[src/pms_pkg.sv]
`timescale 1ns / 1ps
// pms_pkg: shared widths, constants, speed ratio table and stage structs
// for the pointer motion scaler. No dependencies.

package pms_pkg;

  localparam int unsigned SPEED_LEVELS = 16;
  localparam int unsigned LVL_W        = 5;
  localparam int unsigned LVL_IDX_W    = $clog2(SPEED_LEVELS);
  localparam int unsigned DELTA_W      = 8;
  localparam int unsigned MAG_W        = 8;
  localparam int unsigned OUT_W        = 12;
  localparam int          OUT_MAX      = 1120;
  localparam int unsigned NUM_W        = 6;
  localparam int unsigned SQ_W         = 14;
  localparam int unsigned FACT_W       = 12;
  localparam int unsigned SCALE_W      = 18;
  localparam int unsigned PROD_W       = 25;
  localparam int unsigned XW           = 18;
  localparam int unsigned QW           = 11;
  localparam int unsigned DIV_W        = 7;
  localparam int unsigned RECIP_W      = 16;
  localparam int unsigned RECIP_SH     = 18;

  // acceleration factor in thousandths
  localparam logic [FACT_W-1:0] FACT_SLOW  = 12'd600;
  localparam logic [FACT_W-1:0] FACT_MID   = 12'd800;
  localparam int unsigned       FACT_BASE  = 1000;
  localparam int unsigned       FACT_SLOPE = 30;
  localparam logic [FACT_W-1:0] FACT_CAP   = 12'd3500;

  // 16000 = 128 * 125, 16 = shift by 4
  localparam int unsigned ACCEL_SH   = 7;
  localparam int unsigned PLAIN_SH   = 4;
  localparam logic [DIV_W-1:0] DIV_PREC  = 7'd6;
  localparam logic [DIV_W-1:0] DIV_ACCEL = 7'd125;
  localparam logic [DIV_W-1:0] DIV_PLAIN = 7'd1;
  // floor(2^18 / divisor)
  localparam logic [RECIP_W-1:0] RECIP_PREC  = 16'd43690;
  localparam logic [RECIP_W-1:0] RECIP_ACCEL = 16'd2097;

  localparam int unsigned CFG_IDX_W  = 4;
  localparam int unsigned CFG_DATA_W = 5;
  localparam logic [CFG_IDX_W-1:0] REG_GAIN_LEVEL   = 4'd0;
  localparam logic [CFG_IDX_W-1:0] REG_ACCEL_ENABLE = 4'd1;

  localparam logic [LVL_W-1:0] GAIN_LEVEL_RST = 5'd8;

  typedef enum logic [1:0] {
    MODE_PREC,
    MODE_PLAIN,
    MODE_ACCEL
  } mode_e;

  typedef struct packed {
    logic [MAG_W-1:0]  ax;
    logic [MAG_W-1:0]  ay;
    logic              neg_x;
    logic              neg_y;
    logic              nz_x;
    logic              nz_y;
    mode_e             mode;
    logic [NUM_W-1:0]  num;
    logic [FACT_W-1:0] factor;
  } front_t;

  typedef struct packed {
    logic [PROD_W-1:0] px;
    logic [PROD_W-1:0] py;
    logic              neg_x;
    logic              neg_y;
    logic              nz_x;
    logic              nz_y;
    mode_e             mode;
  } prod_t;

  function automatic logic [NUM_W-1:0] ratio_num(input logic [LVL_IDX_W-1:0] idx);
    logic [NUM_W-1:0] n;
    case (idx)
      4'd0:    n = 6'd40;
      4'd1:    n = 6'd36;
      4'd2:    n = 6'd32;
      4'd3:    n = 6'd28;
      4'd4:    n = 6'd24;
      4'd5:    n = 6'd20;
      4'd6:    n = 6'd18;
      4'd7:    n = 6'd16;
      4'd8:    n = 6'd14;
      4'd9:    n = 6'd12;
      4'd10:   n = 6'd10;
      4'd11:   n = 6'd8;
      4'd12:   n = 6'd6;
      4'd13:   n = 6'd5;
      4'd14:   n = 6'd4;
      default: n = 6'd3;
    endcase
    return n;
  endfunction

endpackage

[src/pms_front.sv]
`timescale 1ns / 1ps
// pms_front: first two pipeline stages, magnitudes, speed ratio lookup
// and acceleration factor. Depends on pms_pkg.

module pms_front (
  input  logic                               clk_i,
  input  logic                               rst_ni,
  input  logic                               in_valid_i,
  output logic                               in_ready_o,
  input  logic signed [pms_pkg::DELTA_W-1:0] delta_x_i,
  input  logic signed [pms_pkg::DELTA_W-1:0] delta_y_i,
  input  logic                               precision_mode_i,
  input  logic [pms_pkg::LVL_W-1:0]          gain_level_i,
  input  logic                               accel_enable_i,
  output logic                               out_valid_o,
  input  logic                               out_ready_i,
  output pms_pkg::front_t                    out_o
);
  import pms_pkg::*;

  typedef struct packed {
    logic [MAG_W-1:0] ax;
    logic [MAG_W-1:0] ay;
    logic             neg_x;
    logic             neg_y;
    logic             nz_x;
    logic             nz_y;
    mode_e            mode;
    logic [NUM_W-1:0] num;
    logic             v_le1;
    logic             v_eq2;
    logic [SQ_W-1:0]  sq;
  } stage_a_t;

  stage_a_t a_d, a_q;
  front_t   b_d, b_q;
  logic     va_q, vb_q;
  logic     rdy_a, rdy_b;

  logic [MAG_W-1:0]     ax, ay, v, vm3;
  logic [DIV_W-1:0]     excess;
  logic [LVL_W-1:0]     lvl;
  logic [FACT_W+6:0]    fact_raw;

  assign rdy_b      = !vb_q || out_ready_i;
  assign rdy_a      = !va_q || rdy_b;
  assign in_ready_o = rdy_a;

  // stage a: magnitudes, peak, squared distance past 3, ratio numerator
  always_comb begin
    ax     = delta_x_i[DELTA_W-1] ? MAG_W'(~delta_x_i + 1'b1) : MAG_W'(delta_x_i);
    ay     = delta_y_i[DELTA_W-1] ? MAG_W'(~delta_y_i + 1'b1) : MAG_W'(delta_y_i);
    v      = (ax > ay) ? ax : ay;
    vm3    = v - MAG_W'(3);
    excess = (v >= MAG_W'(3)) ? vm3[DIV_W-1:0] : '0;

    lvl = gain_level_i;
    if (lvl == '0) begin
      lvl = LVL_W'(1);
    end else if (lvl > LVL_W'(SPEED_LEVELS)) begin
      lvl = LVL_W'(SPEED_LEVELS);
    end

    a_d.ax    = ax;
    a_d.ay    = ay;
    a_d.neg_x = delta_x_i[DELTA_W-1];
    a_d.neg_y = delta_y_i[DELTA_W-1];
    a_d.nz_x  = (ax != '0);
    a_d.nz_y  = (ay != '0);
    if (precision_mode_i) begin
      a_d.mode = MODE_PREC;
    end else if (accel_enable_i) begin
      a_d.mode = MODE_ACCEL;
    end else begin
      a_d.mode = MODE_PLAIN;
    end
    a_d.num   = ratio_num(LVL_IDX_W'(lvl - LVL_W'(1)));
    a_d.v_le1 = (v <= MAG_W'(1));
    a_d.v_eq2 = (v == MAG_W'(2));
    a_d.sq    = SQ_W'(excess) * SQ_W'(excess);
  end

  // stage b: acceleration factor with cap
  always_comb begin
    fact_raw = (FACT_W+7)'(FACT_BASE) + (FACT_W+7)'(FACT_SLOPE) * (FACT_W+7)'(a_q.sq);
    b_d.ax    = a_q.ax;
    b_d.ay    = a_q.ay;
    b_d.neg_x = a_q.neg_x;
    b_d.neg_y = a_q.neg_y;
    b_d.nz_x  = a_q.nz_x;
    b_d.nz_y  = a_q.nz_y;
    b_d.mode  = a_q.mode;
    b_d.num   = a_q.num;
    if (a_q.v_le1) begin
      b_d.factor = FACT_SLOW;
    end else if (a_q.v_eq2) begin
      b_d.factor = FACT_MID;
    end else if (fact_raw > (FACT_W+7)'(FACT_CAP)) begin
      b_d.factor = FACT_CAP;
    end else begin
      b_d.factor = fact_raw[FACT_W-1:0];
    end
  end

  always_ff @(posedge clk_i or negedge rst_ni) begin
    if (!rst_ni) begin
      va_q <= 1'b0;
      vb_q <= 1'b0;
    end else begin
      if (rdy_a) begin
        va_q <= in_valid_i;
      end
      if (rdy_b) begin
        vb_q <= va_q;
      end
    end
  end

  always_ff @(posedge clk_i) begin
    if (rdy_a && in_valid_i) begin
      a_q <= a_d;
    end
    if (rdy_b && va_q) begin
      b_q <= b_d;
    end
  end

  assign out_valid_o = vb_q;
  assign out_o       = b_q;

endmodule

[src/pms_mult.sv]
`timescale 1ns / 1ps
// pms_mult: two multiply stages, combined scale then delta times scale.
// Depends on pms_pkg.

module pms_mult (
  input  logic            clk_i,
  input  logic            rst_ni,
  input  logic            in_valid_i,
  output logic            in_ready_o,
  input  pms_pkg::front_t in_i,
  output logic            out_valid_o,
  input  logic            out_ready_i,
  output pms_pkg::prod_t  out_o
);
  import pms_pkg::*;

  localparam int unsigned PW = MAG_W + SCALE_W;

  typedef struct packed {
    logic [MAG_W-1:0]   ax;
    logic [MAG_W-1:0]   ay;
    logic               neg_x;
    logic               neg_y;
    logic               nz_x;
    logic               nz_y;
    mode_e              mode;
    logic [SCALE_W-1:0] scale;
  } stage_c_t;

  stage_c_t c_d, c_q;
  prod_t    d_d, d_q;
  logic     vc_q, vd_q;
  logic     rdy_c, rdy_d;
  logic [PW-1:0] px_w, py_w;

  assign rdy_d      = !vd_q || out_ready_i;
  assign rdy_c      = !vc_q || rdy_d;
  assign in_ready_o = rdy_c;

  // stage c: ratio times factor (thousandths), plain ratio, or 1 in precision mode
  always_comb begin
    c_d.ax    = in_i.ax;
    c_d.ay    = in_i.ay;
    c_d.neg_x = in_i.neg_x;
    c_d.neg_y = in_i.neg_y;
    c_d.nz_x  = in_i.nz_x;
    c_d.nz_y  = in_i.nz_y;
    c_d.mode  = in_i.mode;
    case (in_i.mode)
      MODE_ACCEL: c_d.scale = SCALE_W'(in_i.num) * SCALE_W'(in_i.factor);
      MODE_PLAIN: c_d.scale = SCALE_W'(in_i.num);
      default:    c_d.scale = SCALE_W'(1);
    endcase
  end

  // stage d: magnitude times scale
  always_comb begin
    px_w      = PW'(c_q.ax) * PW'(c_q.scale);
    py_w      = PW'(c_q.ay) * PW'(c_q.scale);
    d_d.px    = px_w[PROD_W-1:0];
    d_d.py    = py_w[PROD_W-1:0];
    d_d.neg_x = c_q.neg_x;
    d_d.neg_y = c_q.neg_y;
    d_d.nz_x  = c_q.nz_x;
    d_d.nz_y  = c_q.nz_y;
    d_d.mode  = c_q.mode;
  end

  always_ff @(posedge clk_i or negedge rst_ni) begin
    if (!rst_ni) begin
      vc_q <= 1'b0;
      vd_q <= 1'b0;
    end else begin
      if (rdy_c) begin
        vc_q <= in_valid_i;
      end
      if (rdy_d) begin
        vd_q <= vc_q;
      end
    end
  end

  always_ff @(posedge clk_i) begin
    if (rdy_c && in_valid_i) begin
      c_q <= c_d;
    end
    if (rdy_d && vc_q) begin
      d_q <= d_d;
    end
  end

  assign out_valid_o = vd_q;
  assign out_o       = d_q;

endmodule

[src/pms_div.sv]
`timescale 1ns / 1ps
// pms_div: constant division by reciprocal multiply, remainder correction,
// sign restore with nonzero forcing and the output register. Depends on pms_pkg.

module pms_div (
  input  logic                              clk_i,
  input  logic                              rst_ni,
  input  logic                              in_valid_i,
  output logic                              in_ready_o,
  input  pms_pkg::prod_t                    in_i,
  output logic                              out_valid_o,
  input  logic                              out_ready_i,
  output logic signed [pms_pkg::OUT_W-1:0]  scaled_x_o,
  output logic signed [pms_pkg::OUT_W-1:0]  scaled_y_o
);
  import pms_pkg::*;

  localparam int unsigned MW = XW + RECIP_W;

  typedef struct packed {
    logic [XW-1:0]    xx;
    logic [XW-1:0]    xy;
    logic [QW-1:0]    q0x;
    logic [QW-1:0]    q0y;
    logic [DIV_W-1:0] dv;
    logic             neg_x;
    logic             neg_y;
    logic             nz_x;
    logic             nz_y;
  } stage_e_t;

  typedef struct packed {
    logic [QW-1:0] qx;
    logic [QW-1:0] qy;
    logic          neg_x;
    logic          neg_y;
    logic          nz_x;
    logic          nz_y;
  } stage_f_t;

  stage_e_t e_d, e_q;
  stage_f_t f_d, f_q;
  logic     ve_q, vf_q, vg_q;
  logic     rdy_e, rdy_f, rdy_g;
  logic signed [OUT_W-1:0] sx_d, sy_d, sx_q, sy_q;

  logic [XW-1:0]      xx, xy;
  logic [RECIP_W-1:0] recip;
  logic [MW-1:0]      mx, my;
  logic [XW-1:0]      qdx, qdy, rx, ry;
  logic [QW-1:0]      magx, magy;

  assign rdy_g      = !vg_q || out_ready_i;
  assign rdy_f      = !vf_q || rdy_g;
  assign rdy_e      = !ve_q || rdy_f;
  assign in_ready_o = rdy_e;

  // stage e: pre-shift and reciprocal estimate, low by at most one
  always_comb begin
    case (in_i.mode)
      MODE_ACCEL: begin
        xx       = in_i.px[ACCEL_SH +: XW];
        xy       = in_i.py[ACCEL_SH +: XW];
        recip    = RECIP_ACCEL;
        e_d.dv   = DIV_ACCEL;
      end
      MODE_PLAIN: begin
        xx       = in_i.px[PLAIN_SH +: XW];
        xy       = in_i.py[PLAIN_SH +: XW];
        recip    = '0;
        e_d.dv   = DIV_PLAIN;
      end
      default: begin
        xx       = in_i.px[XW-1:0];
        xy       = in_i.py[XW-1:0];
        recip    = RECIP_PREC;
        e_d.dv   = DIV_PREC;
      end
    endcase
    mx = MW'(xx) * MW'(recip);
    my = MW'(xy) * MW'(recip);
    e_d.xx = xx;
    e_d.xy = xy;
    if (in_i.mode == MODE_PLAIN) begin
      e_d.q0x = xx[QW-1:0];
      e_d.q0y = xy[QW-1:0];
    end else begin
      e_d.q0x = mx[RECIP_SH +: QW];
      e_d.q0y = my[RECIP_SH +: QW];
    end
    e_d.neg_x = in_i.neg_x;
    e_d.neg_y = in_i.neg_y;
    e_d.nz_x  = in_i.nz_x;
    e_d.nz_y  = in_i.nz_y;
  end

  // stage f: remainder check and fix-up
  always_comb begin
    qdx = XW'(e_q.q0x) * XW'(e_q.dv);
    qdy = XW'(e_q.q0y) * XW'(e_q.dv);
    rx  = e_q.xx - qdx;
    ry  = e_q.xy - qdy;
    f_d.qx    = (rx >= XW'(e_q.dv)) ? e_q.q0x + QW'(1) : e_q.q0x;
    f_d.qy    = (ry >= XW'(e_q.dv)) ? e_q.q0y + QW'(1) : e_q.q0y;
    f_d.neg_x = e_q.neg_x;
    f_d.neg_y = e_q.neg_y;
    f_d.nz_x  = e_q.nz_x;
    f_d.nz_y  = e_q.nz_y;
  end

  // stage g: a nonzero delta never scales to zero
  always_comb begin
    magx = (f_q.qx == '0 && f_q.nz_x) ? QW'(1) : f_q.qx;
    magy = (f_q.qy == '0 && f_q.nz_y) ? QW'(1) : f_q.qy;
    sx_d = f_q.neg_x ? -$signed(OUT_W'(magx)) : $signed(OUT_W'(magx));
    sy_d = f_q.neg_y ? -$signed(OUT_W'(magy)) : $signed(OUT_W'(magy));
  end

  always_ff @(posedge clk_i or negedge rst_ni) begin
    if (!rst_ni) begin
      ve_q <= 1'b0;
      vf_q <= 1'b0;
      vg_q <= 1'b0;
    end else begin
      if (rdy_e) begin
        ve_q <= in_valid_i;
      end
      if (rdy_f) begin
        vf_q <= ve_q;
      end
      if (rdy_g) begin
        vg_q <= vf_q;
      end
    end
  end

  always_ff @(posedge clk_i) begin
    if (rdy_e && in_valid_i) begin
      e_q <= e_d;
    end
    if (rdy_f && ve_q) begin
      f_q <= f_d;
    end
    if (rdy_g && vf_q) begin
      sx_q <= sx_d;
      sy_q <= sy_d;
    end
  end

  assign out_valid_o = vg_q;
  assign scaled_x_o  = sx_q;
  assign scaled_y_o  = sy_q;

endmodule

[src/pointer_motion_scaler.sv]
`timescale 1ns / 1ps
// Pointer motion scaler: stages a, b (pms_front), c, d (pms_mult), e, f, g (pms_div).
// Throughput one transaction per cycle while not stalled; every stage has its own valid and ready,
// so a stalled result holds only the stages behind it and bubbles are squeezed out.
// Reset clears all stage valids, sets the speed level to 8 and accel_enable to 1.
// Depends on pms_pkg, pms_front, pms_mult, pms_div.

module pointer_motion_scaler (
  input  logic                                  clk_i,
  input  logic                                  rst_ni,
  input  logic                                  cfg_valid_i,
  output logic                                  cfg_ready_o,
  input  logic [pms_pkg::CFG_IDX_W-1:0]         cfg_index_i,
  input  logic [pms_pkg::CFG_DATA_W-1:0]        cfg_data_i,
  input  logic                                  in_valid_i,
  output logic                                  in_ready_o,
  input  logic signed [pms_pkg::DELTA_W-1:0]    delta_x_i,
  input  logic signed [pms_pkg::DELTA_W-1:0]    delta_y_i,
  input  logic                                  precision_mode_i,
  output logic                                  out_valid_o,
  input  logic                                  out_ready_i,
  output logic signed [pms_pkg::OUT_W-1:0]      scaled_x_o,
  output logic signed [pms_pkg::OUT_W-1:0]      scaled_y_o
);
  import pms_pkg::*;

  logic [LVL_W-1:0] gain_level_q;
  logic             accel_enable_q;

  logic   front_valid, front_ready;
  front_t front_data;
  logic   mult_valid, mult_ready;
  prod_t  mult_data;

  assign cfg_ready_o = 1'b1;

  always_ff @(posedge clk_i or negedge rst_ni) begin
    if (!rst_ni) begin
      gain_level_q   <= GAIN_LEVEL_RST;
      accel_enable_q <= 1'b1;
    end else if (cfg_valid_i && cfg_ready_o) begin
      unique case (cfg_index_i)
        REG_GAIN_LEVEL:   gain_level_q   <= cfg_data_i[LVL_W-1:0];
        REG_ACCEL_ENABLE: accel_enable_q <= cfg_data_i[0];
        default: ;
      endcase
    end
  end

  pms_front u_front (
    .clk_i            (clk_i),
    .rst_ni           (rst_ni),
    .in_valid_i       (in_valid_i),
    .in_ready_o       (in_ready_o),
    .delta_x_i        (delta_x_i),
    .delta_y_i        (delta_y_i),
    .precision_mode_i (precision_mode_i),
    .gain_level_i     (gain_level_q),
    .accel_enable_i   (accel_enable_q),
    .out_valid_o      (front_valid),
    .out_ready_i      (front_ready),
    .out_o            (front_data)
  );

  pms_mult u_mult (
    .clk_i       (clk_i),
    .rst_ni      (rst_ni),
    .in_valid_i  (front_valid),
    .in_ready_o  (front_ready),
    .in_i        (front_data),
    .out_valid_o (mult_valid),
    .out_ready_i (mult_ready),
    .out_o       (mult_data)
  );

  pms_div u_div (
    .clk_i       (clk_i),
    .rst_ni      (rst_ni),
    .in_valid_i  (mult_valid),
    .in_ready_o  (mult_ready),
    .in_i        (mult_data),
    .out_valid_o (out_valid_o),
    .out_ready_i (out_ready_i),
    .scaled_x_o  (scaled_x_o),
    .scaled_y_o  (scaled_y_o)
  );

endmodule

[config.mk]
export PLATFORM = sky130hd
export DESIGN_NAME = pointer_motion_scaler
export DESIGN_NICKNAME = d
export VERILOG_FILES = /design/src/pms_pkg.sv /design/src/pms_front.sv /design/src/pms_mult.sv /design/src/pms_div.sv /design/src/pointer_motion_scaler.sv
export SDC_FILE = /design/constraint.sdc
export NUM_CORES = 2
export LEC_CHECK = 0
export ABC_CLOCK_PERIOD_IN_PS = 15300
export BUFFER_PORTS_ARGS = -buffer_cell sky130_fd_sc_hd__buf_2
export CAP_MARGIN = 20
export CORE_AREA = 2 2 322 293
export DETAILED_ROUTE_END_ITERATION = 12
export DIE_AREA = 0 0 324 295
export HOLD_SLACK_MARGIN = 0.03
export PLACE_DENSITY = 0.66
export RECOVER_POWER = 50
export SYNTH_ARGS = -nofsm -noshare
export SYNTH_HDL_FRONTEND = slang
export SYNTH_HIERARCHICAL = 1
export SYNTH_SLANG_ARGS = --single-unit
[constraint.sdc]
create_clock -name clk_i -period 15.3 [get_ports clk_i]
set_clock_uncertainty 0.05 [all_clocks]
set_input_delay 3.06 -clock clk_i [delete_from_list [all_inputs] [get_ports clk_i]]
set_output_delay 3.06 -clock clk_i [all_outputs]
set_load 0.02 [all_outputs]
# Yosys cells after proc, flatten, opt, wreduce, memory -nomap -nowiden

Memories as Yosys holds them, arrays and structs flattened. A register that Yosys moved wholly into a read port is not among the register bits.
Index checks and enable logic that the tools add are counted.
W data, S select, Z words.

Add/sub/neg operators: 11
Multipliers: 9
Divide/modulo/power cells: 0
Magnitude comparators: 7
Eq/ne operators: 6
Shifts and indexed selects: 0
Muxes and demuxes: 21
Bitwise gates (word level): 2
Reductions and logical operators: 33

Operators by type and width:

| operator                 | number |
|---|---|
| $pmux W18 S2             | 3 |
| $mux W11                 | 6 |
| $mul A18 B16 Y29         | 2 |
| $mul A8 B18 Y25          | 2 |
| $ge A18 B7 Y1            | 2 |
| $mul A11 B7 Y18          | 2 |
| $sub A18 B18 Y18         | 2 |
| $pmux W16 S2             | 1 |
| $mux W8                  | 3 |
| $neg A11 Y12             | 2 |
| $add A11 B1 Y11 const B  | 2 |
| $logic_not A11 Y1        | 2 |
| $mux W22                 | 1 |
| $add A10 B19 Y19 const A | 1 |
| $gt A19 B12 Y1 const B   | 1 |
| $mul A4 B14 Y18 const A  | 1 |
| $mul A6 B12 Y18          | 1 |
| $add A8 B1 Y8 const B    | 2 |
| $not A8 Y8               | 2 |
| $reduce_bool A8 Y1       | 2 |
| $mul A7 B7 Y14           | 1 |
| $pmux W7 S2              | 1 |
| $mux W12                 | 1 |
| $logic_and A1 B1 Y1      | 9 |
| other kinds (21)         | 37 |

Register bits after elaboration: 306
Bits in latches: 0
Bits in writable memories: 0
Bits in read-only memories: 96
Output and inout bits: 27
Memories kept: 1

Memory list:

| name             | words | width | read ports | clocked after memory_dff | wr ports | RTL line      | RTL |
|---|---|---|---|---|---|---|---|
| (name not given) | 16    | 6     | 1          | 1                        | 0        | pms_pkg.sv:79 | `case (idx)` |

# Depth between registers and ports, before layout

Word-level depth: 9
Gate-level depth with buffers: 41

# Modules after synthesis

The synthesis kept the hierarchy.

By module, submodules not included:

| module                | times used | cells an instance | area each (um2) | seq. area each (um2) |
|---|---|---|---|---|
| pms_div               | 1          | 2432              | 22771.8         | 3558.4 |
| pms_mult              | 1          | 1428              | 14263.7         | 2932.8 |
| pms_front             | 1          | 596               | 6618.8          | 2512.4 |
| pointer_motion_scaler | 1          | 17                | 276.5           | 152.6 |

# Worst setup path before layout

Ideal clock, no wire load.

Kind: input to register
Start: input port delta_y_i[0] (netlist bit)
End: register u_front/a_q[13] (netlist bit), data pin
Setup time: 0.258 ns
Arrival time: 10.676 ns
Data required time: 14.992 ns
Path slack: 4.315 ns
Cell stages on the path: 37
Path through: inv_1 ha_1 a21boi_0 xor2_1 inv_1 ha_1 or2_2 o311ai_0 maj3_1 and3b_1 nor2_4 buf_4 a21oi_1 inv_1 ha_1 clkbuf_1 nor3_1 inv_1 a211oi_1 a311o_1 a31oi_2 or2_2 o22a_1 ha_1 inv_1 fa_1 inv_1 fa_1 fa_1 ha_1 inv_1 o21bai_1 or3_1 a311o_1 a311o_1 a21oi_1 xnor2_1

RTL lines:

| what                 | RTL line                    | RTL |
|---|---|---|
| from (decl)          | pointer_motion_scaler.sv:18 | `input logic signed [pms_pkg::DELTA_W-1:0] delta_y_i,` |
| to (signal assigned) | pms_front.sv:121            | `a_q <= a_d;` |
| to (decl)            | pms_front.sv:35             | `stage_a_t a_d, a_q;` |

==> results_dict.tcl <==
set metrics [dict create \
    drc 0 \
    cpMostUsedCell "inv_1" \
    crit_slowest_cell "xnor2_1" \
    cts-resized-gates 0 \
    synth_area_leaders "fa_1 27%, edfxtp_1 20%, ha_1 15%" \
    fp.dieH_um 295 \
    slowest_delay_ns 0.57 \
    place_hpwl_um 77220 \
    clk_latency_ns 0.60 \
    layout.nets 5625 \
    grt_use_total 0.2041 \
    slew_headroom -1.400 \
    synth_edf_count 294 \
    grt_pass1_vias 30309 \
    path_max_fanout 17 \
    rsz0062_at_grt "no" \
    io_pins 58 \
    wl_per_cell_um 16.35 \
    fp.dieW_um 324 \
    synth_area_um2 43930 \
    required_ns 15.57 \
    outcome "complete, but fails checks" \
    initial_core_util 0.4766 \
    port_buffers 56 \
    cts_tree "done" \
    ys.flop_type "edfxtp_1" \
    firstDrtPassIters 5 \
    tightestPinTransition_ns 3.600 \
    hold_viol 0 \
    postRouteAntennaNets 0 \
    drt-initial-drc-count 1559 \
    cap_violations 7 \
    async_reset_ff_frac 0.04235 \
    fmax_mhz 84.17 \
    violations "max-capacitance violations, max-slew violations" \
    vias 29498 \
    cts.sinks 307 \
    cts.clk_slew.worst_paths_ns 0.06 \
    maxSlewViolCount 318 \
    num_rows 106 \
    netlist-cell-type-count 104 \
    syn_inst 4473 \
    dpl.cell_count 5673 \
    endpoint_kind "flip-flop" \
    grt_max_degree 70 \
    grt_use_met3 0.03288 \
    drive_above_1_share 0.04001 \
    grt_overflow_total 0 \
    viasPerCell 5.135 \
    grt_pass1_wl_um 156400 \
    postCtsHoldBufs 0 \
    worst-setup-path-type "input port to flip-flop" \
    period_needed_ns 11.88 \
    die_area_um2 95580 \
    setup_viol 0 \
    ys_seq_area_frac 0.2084 \
    avgSynthCellArea_um2 9.821 \
    cp-start-kind "input port" \
    grtUsageMet1 0.2805 \
    grt_use_met2 0.3351 \
    synth_warnings 6 \
    synth_top_cell_by_area "fa_1" \
    min_period_over_period 0.7766 \
    worstPathArrival_ns 12.15 \
    htree_levels 2 \
    fin_util 0.5065 \
    cts_setup_buffers 0 \
    final_cells 5745 \
    drt-total-wl_um 93950 \
    yosysTopAreaCellShare 0.2748 \
    core_area_um2 92180 \
    clockBufferDepth 3 \
    grt-busiest-layer "met2" \
    gp_congestion 0.9488 \
    yosys_register_bits 307 \
    antenna_found_initial 10 \
    root_buffer "clkbuf_16" \
    numCtsBuffers 37 \
    areaGrowthSynthToFinish_pct 6.277 \
    min_path_type "flip-flop to flip-flop" \
    finalSetupTns_ns 0 \
]
-- path summary, 6_finish.rpt --
| check | slack [ns] | cells past startpoint | endpoint | from |
|---|---|---|---|---|
| setup reg to reg | 4.94 | 30 | u_div/e_q[31] | u_mult/out_o[0] |
| max in group asynchronous | 11.91 | 1 | u_div/out_valid_o | rst_ni |
| min in group asynchronous | 2.57 | 1 | gain_level_q[0] | rst_ni |
| setup / recovery | 3.42 | 38 | u_front/a_q[13] | delta_x_i[0] |
| hold reg to reg | 0.36 | 0 | u_div/f_q[2] | u_div/e_q[2] |
| hold / removal | 0.36 | 0 | u_div/f_q[2] | u_div/e_q[2] |
-- routing by layer --
metal / vias up / wire, um / share of wire
met2: 642 / 43490 / 0.46
met3: 137 / 4932 / 0.052
met4: 8 / 2602 / 0.028
met1: 14396 / 42870 / 0.46
met5: - / 55 / 0.00059
li1: 14315 / - / -
-- cell usage after synthesis, drive strengths merged (20+ instances only) --
| master | count |
|---|---|
| nand2 | 265 |
| a21o | 38 |
| and2 | 413 |
| o21bai | 37 |
| nor3 | 48 |
| xnor2 | 145 |
| o21ai | 111 |
| a22oi | 36 |
| nand2b | 39 |
| and3 | 22 |
| o21a | 34 |
| fa | 603 |
| nand3 | 32 |
| inv | 1037 |
| ha | 520 |
| nor2b | 32 |
| o31ai | 22 |
| nand4 | 27 |
| edfxtp | 294 |
| xor2 | 65 |
| clkbuf | 94 |
| nor2 | 137 |
| a31oi | 20 |
| a21oi | 129 |
-- worst max-delay path: cells and delay by family --
kind                       cells  cell delay, ns
adders and majority gates      9            3.19
xor gates and xnor gates       2            0.65
and+or+nand+nor                7            1.87
AOI/OAI and AO/OA             12            2.45
buffers and inverters          8            0.93
-- logic make-up after synthesis --
family | synth area share
buffers and inverters | 0.09920
adders and majority gates | 0.4240
and+or+nand+nor | 0.1341
AOI/OAI and AO/OA | 0.08707
DFF | 0.2084
xor gates and xnor gates | 0.04187
muxes | 0.005155
other | 0.0001710
-- flip-flops by register name (all words and copies together) (netlist names) --
register             flops
u_front/va_q             1
u_mult/out_o            56
u_div/ve_q               1
u_div/f_q               26
u_div/scaled_x_o        12
u_div/scaled_y_o        12
u_mult/vc_q              1
u_front/out_valid_o      1
u_mult/out_valid_o       1
u_mult/c_q              40
accel_enable_q           1
gain_level_q             5
u_front/out_o           39
u_front/a_q             43
u_div/vf_q               1
u_div/out_valid_o        1
u_div/e_q               66
-- layout by cell type, fill, tap and decap left out, types with 36 or more instances in the layout --
cell          n
a22oi_1      36
clkbuf_16    38
xnor2_1     145
inv_1      1037
fa_1        603
a21oi_1     129
buf_2        49
nor2_1      136
nor3_1       47
xor2_1       65
and2_1      393
ha_1        518
a21o_1       37
o21bai_1     37
nand2b_1     39
nand2_1     265
o21ai_0     106
edfxtp_1    294
-- area by class of cell --
cell class,count,area [um2]
Antenna cell,4,10.01
Clock buffer,45,977.2
Clock inverter,22,335.3
Fill cell,8479,45490
Inverter,1038,3896
Multi-Input combinational cell,3018,30410
Sequential cell,307,9156
Tap cell,1242,1554
Timing Repair Buffer,69,351.6
-- metrics by stage --
step | setup WS [ns] | hold slack, ns | area (um2)
finish | 3.419 | 0.3551 | 46690
global route | 2.839 | 0.3668 | 46690
CTS | 3.771 | 0.3453 | 46720
detailed placement | 3.214 | 0.3545 | 45410
global placement | 3.263 | 0.3509 | 45410
floorplan | 4.315 | 0.3503 | 43940
Power is not shown: default switching activity piles up to over one toggle a cycle in this logic, so the estimate is an artifact.
